**config.mk**
```make
export PLATFORM = sky130hd
export DESIGN_NAME = pava_ctl
export DESIGN_NICKNAME = d
export VERILOG_FILES = /design/src/rtl/core/pava_pkg.sv /design/src/rtl/core/pava_ctl.sv
export SDC_FILE = /design/constraint.sdc
export NUM_CORES = 1
export LEC_CHECK = 0
export ABC_CLOCK_PERIOD_IN_PS = 3250
export BUFFER_PORTS_ARGS = -buffer_cell sky130_fd_sc_hd__buf_2
export CAP_MARGIN = 20
export CORE_MARGIN = 2
export CORE_UTILIZATION = 44
export DETAILED_ROUTE_END_ITERATION = 10
export GPL_TIMING_DRIVEN = 0
export PLACE_DENSITY = 0.7
export SYNTH_ARGS = -nofsm -noshare
export SYNTH_HDL_FRONTEND = slang
export SYNTH_SLANG_ARGS = --single-unit
```
**constraint.sdc**
```tcl
create_clock -name aclk -period 3.25 [get_ports aclk]
set_input_delay 0.4875 -clock aclk [delete_from_list [all_inputs] [get_ports aclk]]
set_output_delay 0.4875 -clock aclk [all_outputs]
set_load 0.02 [all_outputs]
```
**src/rtl/core/pava_pkg.sv**
```systemverilog
// Package: shared types and constants of the PAVA isotonic regression block.
`timescale 1ns / 1ps
`default_nettype none
package pava_pkg;
    localparam int MaxSamples = 64;
    localparam int IdxW  = $clog2(MaxSamples);
    localparam int CntW  = IdxW + 1;
    localparam int SumW  = 38;
    localparam int DatW  = 32;
    localparam int DivW  = SumW;

    // Commands from the controller to the datapath.
    typedef struct packed {
        logic push;       // write new block at top
        logic rd_pair;    // register top and below-top entries
        logic cmp;        // register the compare operands
        logic merge;      // pool top into below-top
        logic end_push;   // finish the push
        logic emit_init;  // start the emission walk
        logic ld_blk;     // load the current block
        logic div_start;  // start the divider
        logic emit_adv;   // one result taken
        logic run_clr;    // clear run counters
    } pava_cmd_t;

    // Status from the datapath to the controller.
    typedef struct packed {
        logic violate;    // below-top mean is greater than top mean
        logic has_below;  // stack holds two or more blocks
        logic run_end;    // run ends with this sample
        logic div_done;   // quotient ready
        logic blk_last;   // last sample of the current block
        logic run_last;   // last sample of the run
    } pava_sts_t;
endpackage
`default_nettype wire

```
**src/rtl/core/pava_ctl.sv**
```systemverilog
// Controller: sequences push, merge compare and emission.
`timescale 1ns / 1ps
`default_nettype none
module pava_ctl
    import pava_pkg::*;
(
    input  wire logic      aclk,
    input  wire logic      aresetn,
    input  wire logic      in_valid,
    output logic           in_ready,
    output logic           out_valid,
    input  wire logic      out_ready,
    input  wire pava_sts_t sts,
    output pava_cmd_t      cmd,
    output logic           out_last
);
    typedef enum logic [9:0] {
        S_IDLE = 10'b0000000001,
        S_RD   = 10'b0000000010,
        S_LD   = 10'b0000000100,
        S_MUL  = 10'b0000001000,
        S_CMP  = 10'b0000010000,
        S_ERD  = 10'b0000100000,
        S_ELD  = 10'b0001000000,
        S_DST  = 10'b0010000000,
        S_DIV  = 10'b0100000000,
        S_OUT  = 10'b1000000000
    } state_t;

    state_t state_reg, state_next;

    always_comb begin
        state_next = state_reg;
        cmd        = '0;
        in_ready   = 1'b0;
        out_valid  = 1'b0;
        unique case (state_reg)
            S_IDLE: begin
                in_ready = 1'b1;
                if (in_valid) begin
                    cmd.push   = 1'b1;
                    state_next = S_RD;
                end
            end
            S_RD: begin
                if (sts.has_below) begin
                    cmd.rd_pair = 1'b1;
                    state_next  = S_LD;
                end else if (sts.run_end) begin
                    cmd.emit_init = 1'b1;
                    state_next    = S_ERD;
                end else begin
                    state_next = S_IDLE;
                end
            end
            S_LD: begin
                cmd.cmp    = 1'b1;
                state_next = S_MUL;
            end
            S_MUL: state_next = S_CMP;
            S_CMP: begin
                if (sts.violate) begin
                    cmd.merge  = 1'b1;
                    state_next = S_RD;
                end else if (sts.run_end) begin
                    cmd.emit_init = 1'b1;
                    state_next    = S_ERD;
                end else begin
                    state_next = S_IDLE;
                end
            end
            S_ERD: state_next = S_ELD;
            S_ELD: begin
                cmd.ld_blk = 1'b1;
                state_next = S_DST;
            end
            // Start the divider once the block operands are registered.
            S_DST: begin
                cmd.div_start = 1'b1;
                state_next    = S_DIV;
            end
            S_DIV: begin
                if (sts.div_done) begin
                    state_next = S_OUT;
                end
            end
            S_OUT: begin
                out_valid = 1'b1;
                if (out_ready) begin
                    cmd.emit_adv = 1'b1;
                    if (sts.run_last) begin
                        cmd.run_clr = 1'b1;
                        state_next  = S_IDLE;
                    end else if (sts.blk_last) begin
                        state_next = S_ERD;
                    end
                end
            end
            default: state_next = S_IDLE;
        endcase
    end

    always_ff @(posedge aclk) begin
        if (!aresetn) begin
            state_reg <= S_IDLE;
        end else begin
            state_reg <= state_next;
        end
    end

    assign out_last = sts.run_last;

    a_one_side: assert property (@(posedge aclk) disable iff (!aresetn)
        !(in_ready && out_valid)) else $error("both sides open");
    a_push_idle: assert property (@(posedge aclk) disable iff (!aresetn)
        cmd.push |=> state_reg == S_RD) else $error("push not followed by read");
    a_out_hold: assert property (@(posedge aclk) disable iff (!aresetn)
        (out_valid && !out_ready) |=> out_valid) else $error("result dropped");
endmodule
`default_nettype wire
```
==> summary.md <==
| Metric | Value |
|---|---|
| DR vias | `729` |
| Post-Syn Instances | `88` |
| Mapped Area | `743 µm²` |
| Syn Area/Cell | `8.45 µm²` |
| First-pass GRT wire length | `2.99 mm` |
| Setup WS pre-CTS | `0.971 ns` |
| Hold path start | `sts[3]` |
| Crit end category | `output port` |
| 1st-iter DRT viols | `14` |
| Maxcap violations | `0` |
| Die area | `2030 µm²` |
| Clock Skew | `0.000903 ns` |
| Hold buffers post-CTS | `0` |
| Wire per inst | `13.4 µm` |
| CTS tree | `built` |
| Die Span X | `45.1 µm` |
| PD cells | `417 nW/µm²` |
| Vias per inst | `5.70` |
| Worst vdd ir | `0.288 mV` |
| Clock buffer depth | `2` |
| Die H | `45.1 µm` |
| Synth warn | `0` |
| Setup bufs post-CTS | `0` |
| Syn_nets | `98` |
| Register share of total power | `39.3%` |
| Startpoint types | `flop` |
| Initial core utilization | `48.2%` |
| Final core occ | `57.8%` |
| Worst endpoint required time | `2.76 ns` |
| Vias in the first global route | `668` |
| Post-route clock period utilization | `78.9%` |
| Clock power frac | `23.6%` |
| Leak Pwr | `0.436 nW` |
| IO buf count | `21` |
| CTS Sinks | `10` |
| Ys async rst share | `0%` |
| Worst-path clk slew | `0.06 ns` |
| CP startpoint | `state_reg[1]$_SDFFE_PN0P_` |
| H-tree depth | `1` |
| Num rows | `14` |
| Worst reg-to-reg setup slack | `1.34 ns` |
| Layout Nets | `124` |
| Final Hold Fails | `0` |
| Comb pwr share | `37.1%` |
| Post-synth top flop | `dfxtp_1` |
| Placeable Area | `1540 µm²` |
| Initial antenna violation count | `0` |
| Setup violators final | `0` |
| Number of synthesized flops with an enable pin | `0` |
| RePlAce Congestion | `0.801` |
| DP Cell Count | `125` |
| Layout cell share with drive strength beyond 1 | `38.4%` |
| Sw Pwr | `0.138 mW` |
| Hold slack | `0.506 ns` |
| Hpwl dp | `1.31 mm` |
| Antenna-violating nets left | `0` |
| Worst-Skew Late Latency | `0.27 ns` |
| Int Pwr | `0.233 mW` |
| PnR Total Power | `0.371 mW` |
| Slew Viols, Final | `0` |
| Final min period | `2.56 ns` |
| Finished Layout Cells | `128` |
| Grt total ovfl | `0` |
| R2R Path Start | `state_reg[1]$_SDFFE_PN0P_` |
| DRT Wirelength | `1.72 mm` |
| Post-route setup slack | `0.686 ns` |
| CTS resizes | `0` |
| Post-synthesis cell type count | `40` |
| Io pins | `23` |
| CTS root buf | `clkbuf_4` |
| RSZ-0062 raised after global routing | `false` |
| Yosys reg bits | `10` |
| Crit-path max FO | `7` |
| CP arrival | `2.08 ns` |
| Largest net degree at the start of global routing | `11` |
| Outcome | `finished clean` |
| Crit Path Category | `reg -> out` |
| Worst hold-check path type | `in -> reg` |
| Switching share of power | `37.3%` |
| Max reg flops | `10` |
| Dpl cell area | `868 µm²` |
| Drt pass-1 iters | `4` |
| GR Util All Layers | `20.7%` |
| CTS Buf Count | `3` |
| Remaining DRCs | `0` |
| Seq/Total Area, Yosys | `26.9%` |
| Antenna fix cells | `0` |
| Synthesis-to-layout area growth | `19.9%` |
| Final Instance Area | `891 µm²` |
| Fmax achieved | `0.390 GHz` |
| Fill cell count | `155` |
| Final TNS setup | `0 ns` |
layer usage:
layer | part of all wire (%) | vias to the layer above | GRT usage (%)
met3 | 4.7 | 5 | 3.60
met2 | 47 | 18 | 31.7
met4 | 2.1 | 0 | 10.6
met5 | 0 | - | 0
li1 | - | 368 | -
met1 | 46 | 338 | 27.7
synth_stat cells, drive strengths merged, types with 2 or more instances:
| cell | n | area share, % |
|---|---|---|
| dfxtp | 10 | 27 |
| nor2 | 10 | 5.1 |
| and3 | 7 | 5.9 |
| inv | 7 | 3.5 |
| and2 | 5 | 4.5 |
| buf | 4 | 4.5 |
| nor3 | 4 | 4.2 |
| nor4 | 4 | 6.2 |
| nand2b | 3 | 2.5 |
| nand3b | 3 | 3.0 |
| o211ai | 3 | 3.0 |
| o21ai | 3 | 2.0 |
| nand2 | 2 | 1.0 |
| or2 | 2 | 2.0 |
| or4 | 2 | 2.5 |
| xor2 | 2 | 2.4 |
layout by cell type, fill, tap and decap left out, types with 2 or more instances in the layout:
master / count
and2_1: 3
and2_2: 2
clkbuf_4: 3
nor2_1: 10
xor2_1: 2
nand2b_1: 3
buf_2: 21
nand2_1: 2
o21ai_0: 3
dfxtp_1: 10
and3_1: 7
nor3_1: 3
buf_4: 3
o211ai_1: 3
inv_1: 7
nand3b_1: 3
nor4_1: 2
cell families after synthesis:
logic type      Yosys count  share of synthesized area [%]
simple gates             48                           44.6
compound gates           16                           17.5
buf+inv                  11                           8.08
flops                    10                           26.9
xor+xnor                  2                           2.36
other cells               1                          0.505
area by class of cell:
| class | instances | area [µm²] | share of cell area [%] |
|---|---|---|---|
| multi-input cells | 67 | 483 | 54.2 |
| flip-flops and latches | 10 | 200 | 22.5 |
| repair buffers | 21 | 105 | 11.8 |
| plain buffers | 4 | 33.8 | 3.79 |
| inverters | 7 | 26.3 | 2.95 |
| clock buffers | 3 | 22.5 | 2.53 |
| well taps | 16 | 20.0 | 2.25 |
path summary, 6_finish.rpt:
path | end | cells after the start
min reg2reg | state_reg[4]$_SDFFE_PN0P_ | 1
max reg2reg | state_reg[5]$_SDFFE_PN0P_ | 6
min | state_reg[5]$_SDFFE_PN0P_ | 3
max | cmd[4] | 6
worst max-delay path, cell delays in order (launching register included):
cell     delay (ns)
dfxtp_1        0.37
or4_1          0.54
buf_6          0.16
nor4_4         0.26
a32o_2         0.19
and2_2         0.14
buf_2          0.15
power groups by stage:
stage	Sequential, mW	Combinational [mW]	Clock [mW]
3_5_place_dp	0.149	0.137	0
4_1_cts	0.146	0.138	0.0887
6_report	0.146	0.138	0.0876
5_1_grt	0.148	0.151	0.0966
3_3_place_gp	0.148	0.133	0
2_1_floorplan	0.145	0.102	0
Power figures use the tool's default switching activity.
